--- config.mk ---
export PLATFORM = sky130hd
export DESIGN_NAME = text_to_integer_parser
export DESIGN_NICKNAME = d
export VERILOG_FILES = /design/src/hdl/ttip_pkg.sv /design/src/hdl/ttip_step.sv /design/src/hdl/text_to_integer_parser.sv
export SDC_FILE = /design/constraint.sdc
export NUM_CORES = 1
export LEC_CHECK = 0
export BUFFER_PORTS_ARGS = -buffer_cell sky130_fd_sc_hd__buf_2
export CORE_ASPECT_RATIO = 1.25
export CORE_UTILIZATION = 45
export CTS_CLUSTER_DIAMETER = 80
export CTS_CLUSTER_SIZE = 40
export DETAILED_ROUTE_END_ITERATION = 8
export HOLD_SLACK_MARGIN = 0.03
export MAX_ROUTING_LAYER = met4
export SLEW_MARGIN = 20
export SYNTH_ARGS = -nofsm -noshare
export SYNTH_HDL_FRONTEND = slang
export SYNTH_SLANG_ARGS = --single-unit
export TNS_END_PERCENT = 10
--- constraint.sdc ---
create_clock -name clk -period 8.6 [get_ports clk]
set_input_delay 0.86 -clock clk [delete_from_list [all_inputs] [get_ports clk]]
set_output_delay 0.86 -clock clk [all_outputs]
set_load 0.02 [all_outputs]
--- src/hdl/ttip_pkg.sv ---
// Shared types, constants and helper functions of the text to integer parser.
`timescale 1ns / 1ps
`default_nettype none

package ttip_pkg;

	// Saturation point of the character counter and the widths that follow from it.
	localparam int MAX_OFFSET = 255;
	localparam int POS_W      = $clog2(MAX_OFFSET + 1);
	localparam int OFF_W      = 8;
	localparam int VALUE_W    = 64;
	localparam int RADIX_W    = 6;
	localparam int CHAR_W     = 8;
	localparam int DIGIT_W    = 5;

	// Configuration register indexes.
	localparam logic REG_NUMBER_BASE = 1'b0;
	localparam logic REG_SIGNED_MODE = 1'b1;

	// Radix values picked by prefix detection.
	localparam logic [RADIX_W-1:0] RADIX_OCT = 6'd8;
	localparam logic [RADIX_W-1:0] RADIX_DEC = 6'd10;
	localparam logic [RADIX_W-1:0] RADIX_HEX = 6'd16;

	// Characters with a special role.
	localparam logic [CHAR_W-1:0] CHAR_MINUS = 8'h2D;
	localparam logic [CHAR_W-1:0] CHAR_ZERO  = 8'h30;
	localparam logic [CHAR_W-1:0] CHAR_X     = 8'h78;

	// Marker returned by hex_value for a character that is no hex digit.
	localparam logic [DIGIT_W-1:0] DIGIT_NONE = 5'd16;

	typedef enum logic [2:0] {
		PH_IDLE,
		PH_SIGN,
		PH_PREFIX,
		PH_ZERO,
		PH_X,
		PH_DIGITS
	} phase_t;

	typedef struct packed {
		phase_t               phase;
		logic [VALUE_W-1:0]   acc;
		logic [RADIX_W-1:0]   radix;
		logic                 neg;
		logic [POS_W-1:0]     pos;
	} parse_state_t;

	typedef struct packed {
		logic [RADIX_W-1:0] number_base;
		logic               signed_mode;
	} parse_cfg_t;

	// Value of a hex digit in either case, DIGIT_NONE for anything else.
	function automatic logic [DIGIT_W-1:0] hex_value(input logic [CHAR_W-1:0] c);
		logic [DIGIT_W-1:0] d;
		d = DIGIT_NONE;
		if (c >= 8'h30 && c <= 8'h39) begin
			d = DIGIT_W'(c - 8'h30);
		end else if (c >= 8'h61 && c <= 8'h66) begin
			d = DIGIT_W'(c - 8'h61 + 8'd10);
		end else if (c >= 8'h41 && c <= 8'h46) begin
			d = DIGIT_W'(c - 8'h41 + 8'd10);
		end
		return d;
	endfunction

	// Character counter step that holds at the saturation point.
	function automatic logic [POS_W-1:0] sat_inc(input logic [POS_W-1:0] p);
		logic [POS_W-1:0] r;
		r = (p == POS_W'(MAX_OFFSET)) ? p : p + POS_W'(1);
		return r;
	endfunction

endpackage

`default_nettype wire

--- src/hdl/ttip_step.sv ---
// Next-state and result logic of the parser for one character.
`timescale 1ns / 1ps
`default_nettype none

module ttip_step (
	input  wire ttip_pkg::parse_state_t          cur,
	input  wire ttip_pkg::parse_cfg_t            cfg,
	input  wire logic [ttip_pkg::CHAR_W-1:0]     char_code,
	input  wire logic                            start,
	output ttip_pkg::parse_state_t               nxt,
	output logic                                 emit,
	output logic [ttip_pkg::VALUE_W-1:0]         value,
	output logic [ttip_pkg::OFF_W-1:0]           offset
);
	import ttip_pkg::*;

	logic [DIGIT_W-1:0] digit;
	logic               do_take;

	assign digit = hex_value(char_code);

	// Walk the phases for this character; a start flag restarts the string first.
	always_comb begin
		nxt     = cur;
		emit    = 1'b0;
		do_take = 1'b0;
		if (start) begin
			nxt.phase = PH_SIGN;
			nxt.acc   = '0;
			nxt.radix = '0;
			nxt.neg   = 1'b0;
			nxt.pos   = '0;
		end
		unique case (nxt.phase)
			PH_SIGN, PH_PREFIX: begin
				if (nxt.phase == PH_SIGN && cfg.signed_mode && char_code == CHAR_MINUS) begin
					nxt.neg   = 1'b1;
					nxt.pos   = sat_inc(nxt.pos);
					nxt.phase = PH_PREFIX;
				end else if (cfg.number_base == '0 && char_code == CHAR_ZERO) begin
					nxt.radix = RADIX_OCT;
					nxt.pos   = sat_inc(nxt.pos);
					nxt.phase = PH_ZERO;
				end else begin
					nxt.radix = (cfg.number_base == '0) ? RADIX_DEC : cfg.number_base;
					do_take   = 1'b1;
				end
			end
			PH_ZERO: begin
				if (char_code == CHAR_X) begin
					nxt.phase = PH_X;
				end else begin
					do_take = 1'b1;
				end
			end
			PH_X: begin
				if (digit != DIGIT_NONE) begin
					// The 'x' is counted only once a hex digit confirms the prefix.
					nxt.radix = RADIX_HEX;
					nxt.pos   = sat_inc(nxt.pos);
					do_take   = 1'b1;
				end else begin
					emit = 1'b1;
				end
			end
			PH_DIGITS: begin
				do_take = 1'b1;
			end
			default: begin
			end
		endcase

		// Accumulate a hex digit that fits the radix, otherwise the number ends here.
		if (do_take) begin
			if (digit != DIGIT_NONE && {1'b0, digit} < nxt.radix) begin
				nxt.acc   = VALUE_W'(nxt.acc * {{(VALUE_W-RADIX_W){1'b0}}, nxt.radix})
				            + {{(VALUE_W-DIGIT_W){1'b0}}, digit};
				nxt.pos   = sat_inc(nxt.pos);
				nxt.phase = PH_DIGITS;
			end else begin
				emit = 1'b1;
			end
		end
		if (emit) begin
			nxt.phase = PH_IDLE;
		end
	end

	// Result fields, negated when a minus was taken and the offset clipped to a byte.
	always_comb begin
		value = nxt.neg ? (VALUE_W'(0) - nxt.acc) : nxt.acc;
		if (32'(nxt.pos) > 32'd255) begin
			offset = '1;
		end else begin
			offset = OFF_W'(nxt.pos);
		end
	end

endmodule

`default_nettype wire

--- src/hdl/text_to_integer_parser.sv ---
// Top level of the streaming text to 64-bit integer parser.
// The slave stream carries one character per beat in s_tdata, with s_tuser
// high on the first character of a new string. When a character ends the
// number, one beat leaves on the master stream: the value in the low 64 bits
// of m_tdata and the count of characters consumed before the stopping one in
// the top byte. Characters between the end of a number and the next start
// produce nothing, and a new start abandons an unfinished number silently.
// Each character is decoded and accumulated by one 64 by 6 multiply-add in
// combinational logic, so the block takes one beat per clock while the slave
// side is not stalled; a result appears on the master side in the cycle after
// the character that ends the number. The output register doubles as the
// buffer between the two sides: a new character is taken while the result is
// being drained, and the slave side stalls only when a result waits and m_tready is low.
// Reset clears the parse state, the output valid and both configuration
// registers (auto-detected base, unsigned mode). The configuration port
// writes number_base at index 0 and signed_mode at index 1; write it only
// while no string is in progress.
`timescale 1ns / 1ps
`default_nettype none

module text_to_integer_parser (
	input  wire  logic        clk,
	input  wire  logic        arst_n,
	// Configuration writes.
	input  wire  logic        cfg_we,
	input  wire  logic        cfg_index,
	input  wire  logic [5:0]  cfg_wdata,
	// Character stream.
	input  wire  logic        s_tvalid,
	output logic              s_tready,
	input  wire  logic [7:0]  s_tdata,   // [7:0] character_code
	input  wire  logic        s_tuser,   // [0] string_start
	// Result stream.
	output logic              m_tvalid,
	input  wire  logic        m_tready,
	output logic [71:0]       m_tdata    // [63:0] parsed_value, [71:64] end_offset
);
	import ttip_pkg::*;

	parse_state_t         state_q;
	parse_state_t         state_nxt;
	parse_cfg_t           cfg_q;
	logic                 emit;
	logic [VALUE_W-1:0]   value;
	logic [OFF_W-1:0]     offset;
	logic                 in_beat;
	logic                 out_valid_q;
	logic [VALUE_W-1:0]   value_q;
	logic [OFF_W-1:0]     offset_q;

	assign s_tready = !out_valid_q || m_tready;
	assign in_beat  = s_tvalid && s_tready;
	assign m_tvalid = out_valid_q;
	assign m_tdata  = {offset_q, value_q};

	// Configuration registers.
	always_ff @(posedge clk or negedge arst_n) begin
		if (!arst_n) begin
			cfg_q.number_base <= '0;
			cfg_q.signed_mode <= 1'b0;
		end else if (cfg_we) begin
			unique case (cfg_index)
				REG_NUMBER_BASE: cfg_q.number_base <= cfg_wdata;
				REG_SIGNED_MODE: cfg_q.signed_mode <= cfg_wdata[0];
				default: begin
				end
			endcase
		end
	end

	ttip_step u_step (
		.cur       (state_q),
		.cfg       (cfg_q),
		.char_code (s_tdata),
		.start     (s_tuser),
		.nxt       (state_nxt),
		.emit      (emit),
		.value     (value),
		.offset    (offset)
	);

	// Parse state advances on every accepted character.
	always_ff @(posedge clk or negedge arst_n) begin
		if (!arst_n) begin
			state_q.phase <= PH_IDLE;
			state_q.acc   <= '0;
			state_q.radix <= '0;
			state_q.neg   <= 1'b0;
			state_q.pos   <= '0;
		end else if (in_beat) begin
			state_q <= state_nxt;
		end
	end

	// Output valid: set by a finished number, cleared when the beat is taken.
	always_ff @(posedge clk or negedge arst_n) begin
		if (!arst_n) begin
			out_valid_q <= 1'b0;
		end else if (in_beat && emit) begin
			out_valid_q <= 1'b1;
		end else if (m_tready) begin
			out_valid_q <= 1'b0;
		end
	end

	// Output payload.
	always_ff @(posedge clk) begin
		if (in_beat && emit) begin
			value_q  <= value;
			offset_q <= offset;
		end
	end

endmodule

`default_nettype wire

==> results of run 1 <==
-- kinds of logic after synthesis --
family          share of synthesized area [%]
compound gates                          17.90
buf+inv                                 4.051
fa+ha+maj                               29.33
simple gates                            22.10
flops                                   19.85
mux                                     1.733
xor+xnor                                5.030
-- state kept, by name (all words and copies together), names as in the netlist --
signal    flops
value_q      64
state_q      82
m_tvalid      1
offset_q      8
cfg_q         7
-- per-stage QoR --
stage	instances	TNS [ps]	hold slack, ps	area [um^2]
2_1_floorplan	2581	0	438.1	22240
3_3_place_gp	3415	-439.0	457.5	24930
3_5_place_dp	3415	-1508	462.8	24930
4_1_cts	3447	0	480.0	25530
5_1_grt	3448	0	492.4	25580
6_report	3448	0	477.8	25580
-- report_power, final --
part	switching (uW)	total, uW	internal [uW]
clock network	369	803	435
registers	39.6	907	867
logic	563	848	284
-- metal layers --
metal / part of all wire (%) / GRT usage (%) / wire, um / vias to the layer above
met5: 0 / - / 0 / -
met4: 3.4 / 11.23 / 2608 / 0
met3: 6.9 / 4.085 / 5236 / 163
li1: - / - / - / 9397
met2: 48 / 51.10 / 36250 / 864
met1: 42 / 41.28 / 32090 / 10317
-- how the worst max path moves through the flow --
stage,endpoint,start,cells past startpoint
2_1_floorplan,value_q[56],s_tuser,27
3_3_place_gp,value_q[56],s_tdata[1],27
3_5_place_dp,value_q[56],s_tdata[1],27
4_1_cts,value_q[56],s_tdata[1],27
5_1_grt,value_q[55],s_tdata[1],28
6_report,value_q[53],s_tdata[1],27
-- cells in the final DEF, fill, tap and decap left out, types with 16 or more instances in the layout --
cell / synthesis / final
a21o_1: 26 / 26
a21oi_1: 134 / 133
a31oi_1: 35 / 34
and2_1: 18 / 16
and3_1: 24 / 24
buf_2: 23 / 93
buf_4: 1 / 219
clkbuf_16: 0 / 18
dfrtp_1: 90 / 90
edfxtp_1: 72 / 72
fa_1: 239 / 239
ha_1: 139 / 139
inv_1: 89 / 86
mux2i_1: 25 / 25
nand2_1: 325 / 324
nand2b_1: 26 / 26
nand3_1: 42 / 42
nand4_1: 23 / 23
nor2_1: 469 / 468
nor3_1: 42 / 40
o211ai_1: 25 / 25
o21a_1: 21 / 21
o21ai_0: 122 / 120
o31ai_1: 23 / 23
or3_1: 16 / 16
xnor2_1: 85 / 85
xor2_1: 39 / 39
-- area by class of cell --
class,count,area share [%]
clock buffers,20,1.829
clock inverters,12,0.5331
inverters,91,1.340
multi-input cells,2194,66.63
flip-flops and latches,162,17.25
well taps,644,3.149
repair buffers,325,9.263
-- what timing repair did --
action / 4_1_cts / 5_1_grt
gates resized for setup: 0 / 10
setup buffers: 0 / 1
endpoints found under the setup margin: 0 / 17
==> metrics.md, run 1 <==
| Metric | Value |
|---|---|
| Status | complete, no violations |
| CP Launch Type | input pin |
| CTS tree | done |
| Core area | between 40000 and 50000 um^2 |
| Relative slew margins | 24.81% |
| Storage element area | about 4400 um^2 |
| Worst Setup End Kind | flop |
| #FFs+latches synth | approximately 160 |
| CTS buffer count | 17 |
| Period utilisation layout | a little under 100% |
| Final hold violation count | 0 |
| Crit Path Max Fanout | 30 |
| Leakage dissipation | 0.01215 uW |
| I/O pin cnt | 95 |
| Reg-to-Reg Start | state_q[81] |
| Capture point of the worst reg-to-reg path | value_q[53] |
| Die Y | approximately 250 um |
| Final worst slack | about 250 ps |
| Crit-path slowest cell | or4_1 |
| Final Util | 52.71% |
| CTS Sinks | ~160 |
| # diodes | 0 |
| Unrepaired setup endpoints after global routing | no |
| Cell taking the most area after synthesis | fa_1 |
| Setup slack, reg-to-reg | between 400 and 500 ps |
| Worst Tran Pin Value | 1125 ps |
| Post-DR wirelength/cell | between 20 and 25 um |
| Synthesized net count | just under 3000 |
| Crit-path max cell delay | roughly 600 ps |
| Cell Pwr Density | ~100 nW/um^2 |
| Clk_lat worst skew | 460 ps |
| Final Max Tran Viols | 0 |
| ANT nets after route | 0 |
| Post-DP HPWL | 60100 um |
| Layout area overhead | 15.04% |
| Pin count of the biggest net entering global routing | between 80 and 90 |
| VDD IR max | around 0.13 mV |
| Overflow after GRT | 0 |
| CP required | slightly below 9000 ps |
| CTS root buf | clkbuf_16 |
| Die Width | approximately 200 um |
| Die ar. | roughly 50000 um^2 |
| Final setup viols | 0 |
| Prevailing post-synth register cell | dfrtp_1 |
| Number of synthesized flops with an enable pin | between 70 and 80 |
| Power Total | between 2000 and 3000 uW |
| Post-synth cell types | approximately 120 |
| Share of post-route cells with drive strength above 1 | 16.76% |
| Max Buffers Root-to-Sink | 2 |
| Register area share after synthesis | 19.85% |
| First-pass DRT Iterations | 5 |
| Site Rows | 90 |
| Initial antenna violation count | 1 |
| FMAX | about 120 MHz |
| Area of the multi-input gates | between 15000 and 20000 um^2 |
| H-tree levels | 4 |
| Max_cap viols | 0 |
| Starting Density | approximately 46% |
| Synthesized instance count | roughly 2600 |
| DRT iter0 DRCs | between 1500 and 2000 |
| Crit path arrival time | about 8600 ps |
| Via count of the routed design | 20741 |
| R2R depth | 24 |
| Worst Hold Class | in -> async |
| Number of global-route vias before repair | ~21000 |
| Ys async rst share | a little under three fifths |
| Final nets | approximately 3200 |
| Top cells by count, synth | 469 x nor2_1, 325 x nand2_1, 239 x fa_1, 139 x ha_1, 134 x a21oi_1 |
| First-pass GRT wire length | between 100000 and 150000 um |
| PortBufs | 94 |
| Buffers & Inverters on Critical Path | 5 |
| Synth top area cells | fa_1 22%, dfrtp_1 10%, edfxtp_1 9.7% |
| Worst slack at placement | -236.4 ps |
| Remaining DRCs | 0 |
| RD Place Congestion | about 0.94 |
| Vias per cell | between 6 and 7 |
| Synth top area share | a little over a fifth |
| GRT Util Overall | approximately a third |
| CP top delay family | simple AND/OR/NAND/NOR gates |
| Setup CP Type | in -> reg |
| CTS Hold Bufs | 0 |
| Reg clk slew, reported paths | approximately 70 ps |
| Fill cells | 4559 |
| Most common cell in the netlist | nor2_1 |
| Post-synthesis cell area | between 20000 and 25000 um^2 |
| Min cycle time layout | between 8000 and 9000 ps |
| Avg Inst Size Synth | around 8.6 um^2 |
| Clock skew | between 10 and 15 ps |
| DRT Wirelength | roughly 76000 um |
| Yosys warns | 0 |
No activity file was read; power rests on OpenSTA's default activity.
==> run 2: changes to the inputs <==
Settings changed: CELL_PAD_IN_SITES_DETAIL_PLACEMENT set to 1, CELL_PAD_IN_SITES_GLOBAL_PLACEMENT set to 1, PLACE_DENSITY_LB_ADDON set to 0.1.
==> run 2 against run 1 <==
Non-clock buffer count grew 3. Clock skew shrank 0.82 ps. Total power shrank 1.3%. Global-route usage grew 3.8 points. Sequential power is essentially flat. Largest power group unchanged. Register-to-register slack lost 120 ps. Worst hold slack lost 30 ps. Flip-flop and latch count is the same.
==> metrics.md, run 2 (synthesis gave the netlist of run 1 again) <==
| Metric | Value |
|---|---|
| Vias per cell | 6.127 (was 6.015) |
| Period utilisation layout | 96.96% (was 97.05%) |
| GRT Util Overall | 35.63% (was 31.81%) |
| H-tree levels | 4 (unchanged) |
| Worst Setup End Kind | flop (unchanged) |
| Status | complete, no violations (unchanged) |
| Crit-path slowest cell | or4_4 (was or4_1) |
| Site Rows | 90 (unchanged) |
| Max_cap viols | 0 (unchanged) |
| CTS buffer count | 17 (unchanged) |
| Power Total | 2526 uW (was 2558 uW) |
| Post-DP HPWL | 67340 um (was 60100 um) |
| Capture point of the worst reg-to-reg path | value_q[47] (was value_q[53]) |
| RD Place Congestion | 0.9803 (was 0.9446) |
| Final worst slack | 261.4 ps (was 253.7 ps) |
| Cell area after layout | 25520 um^2 (was 25580 um^2) |
| First-pass GRT wire length | 133500 um (was 120400 um) |
| Leakage dissipation | 0.01211 uW (was 0.01215 uW) |
| Overflow after GRT | 0 (unchanged) |
| Pin count of the biggest net entering global routing | 85 (was 86) |
| Core area | 48530 um^2 (unchanged) |
| # diodes | 0 (unchanged) |
| R2R depth | 25 (was 24) |
| CTS root buf | clkbuf_16 (unchanged) |
| Setup CP Type | in -> reg (unchanged) |
| Min cycle time layout | 8339 ps (was 8346 ps) |
| CTS tree | done (unchanged) |
| Starting Density | 45.82% (unchanged) |
| Worst slack at placement | -397.7 ps (was -236.4 ps) |
| FMAX | 119.9 MHz (was 119.8 MHz) |
| Final hold slack | 447.4 ps (was 477.8 ps) |
| Initial antenna violation count | 0 (was 1) |
| Cell Count, Final, Fillers Out | 3451 (was 3448) |
| Clock skew | 13.93 ps (was 14.75 ps) |
| Crit path arrival time | 8530 ps (was 8560 ps) |
| Final hold violation count | 0 (unchanged) |
| Placement Cell Area | 24930 um^2 (about the same) |
| Final nets | 3193 (was 3190) |
| Number of global-route vias before repair | 23305 (was 21049) |
| Die Width | 200.8 um (unchanged) |
| Remaining DRCs | 0 (unchanged) |
| CP required | 8790 ps (was 8820 ps) |
| Final Max Tran Viols | 0 (unchanged) |
| Reg-to-Reg Start | state_q[79] (was state_q[81]) |
| Die ar. | 50320 um^2 (unchanged) |
| Max Buffers Root-to-Sink | 2 (unchanged) |
| Total placed cells including tap cells | 3418 (was 3415) |
| CTS Hold Bufs | 0 (unchanged) |
| Setup slack, reg-to-reg | 320 ps (was 440 ps) |
| DRT iter0 DRCs | 1261 (was 1650) |
| Clk_lat worst skew | 470 ps (was 460 ps) |
| Share of post-route cells with drive strength above 1 | 16.67% (was 16.76%) |
| Top flop regs | state_q (82), value_q (64), offset_q (8) (unchanged) |
| Reg clk slew, reported paths | 70 ps (about the same) |
| Cell repeated most along the worst path | fa_1 |
| CP Launch Type | input pin (unchanged) |
| Final setup viols | 0 (unchanged) |
| Layout area overhead | 14.75% (was 15.04%) |
| Post-DR wirelength/cell | 24.76 um (was 22.10 um) |
| PortBufs | 94 (unchanged) |
| Crit-path max cell delay | 620 ps (was 610 ps) |
| ANT nets after route | 0 (unchanged) |
| Worst Hold Class | in -> async (unchanged) |
| Unrepaired setup endpoints after global routing | yes (was no) |
| Crit Path Max Fanout | 24 (was 30) |
| CTS Sinks | 162 (unchanged) |
| Via count of the routed design | 21145 (was 20741) |
| Max FFs per register | 82 (unchanged) |
| Relative slew margins | 31.85% (was 24.81%) |
| VDD IR max | 0.09274 mV (was 0.1279 mV) |
| Commonest non-fill, non-tap cell in the layout | nor2_1 (unchanged) |
| Worst Tran Pin Value | 1022 ps (was 1125 ps) |
| Most frequent cells in the layout | 467 x nor2_1, 324 x nand2_1, 239 x fa_1 (was 468 x nor2_1, 324 x nand2_1, 239 x fa_1) |
| I/O pin cnt | 95 (unchanged) |
| Top reg by flops | state_q (unchanged) |
| First-pass DRT Iterations | 5 (unchanged) |
| Cell Pwr Density | 98.97 nW/um^2 (was 99.98 nW/um^2) |
| DRT Wirelength | 85440 um (was 76180 um) |
| Die Y | 250.6 um (unchanged) |
-- run 2: worst max path at each step --
stage | from | end | slack (ps) | cells past startpoint
6_report | s_tdata[1] | value_q[47] | 260 | 28
5_1_grt | s_tdata[1] | value_q[61] | -1 | 33
4_1_cts | s_tdata[1] | value_q[63] | 60 | 30
3_5_place_dp | s_tdata[1] | value_q[63] | -400 | 30
3_3_place_gp | s_tdata[1] | value_q[59] | -210 | 31
2_1_floorplan | s_tuser | value_q[56] | 200 | 27
-- run 2: critical path, delay by kind of cell --
kind	cells	cell delay, ps
adders and majority gates	6	2560
and+or+nand+nor	8	2360
AOI/OAI and AO/OA	7	1670
buffers and inverters	5	750
xor gates and xnor gates	2	300
-- run 2: report_power, final --
part | internal [uW] | switching, uW | total (uW) | leakage [uW]
Combinational | 274 | 584 | 858 | 0.00993
Sequential | 867 | 42.3 | 910 | 0.00192
Clock | 396 | 362 | 758 | 0.000261
Total | 1540 | 988 | 2530 | 0.0121
-- run 2: routing by layer --
metal,part of all wire [%],global-route usage (%)
met1,42,43.19
met2,49,59.80
met3,4.4,3.279
met4,4.6,17.03
met5,0,-
-- run 2: metrics by stage --
stage	setup TNS, ps	util [%]
3_5_place_dp	-4191	51.36
4_1_cts	0	52.48
3_3_place_gp	-1717	51.35
6_report	0	52.58
5_1_grt	-1.494	52.58
2_1_floorplan	0	-
-- run 2: repair_timing --
item,in CTS,in global routing
hold endpoints to repair,0,0
buffers inserted,0,1
gates resized for setup,0,9
setup endpoints to repair,0,17
-- run 2: area by class of cell --
cell class,instances,area [um^2]
Clock buffer,18,429.2
Multi-Input combinational cell,2194,17050
Sequential cell,162,4414
Inverter,91,342.8
Timing Repair Buffer,328,2367
Clock inverter,14,113.9
Tap cell,644,805.8
Fill cell,5744,23010
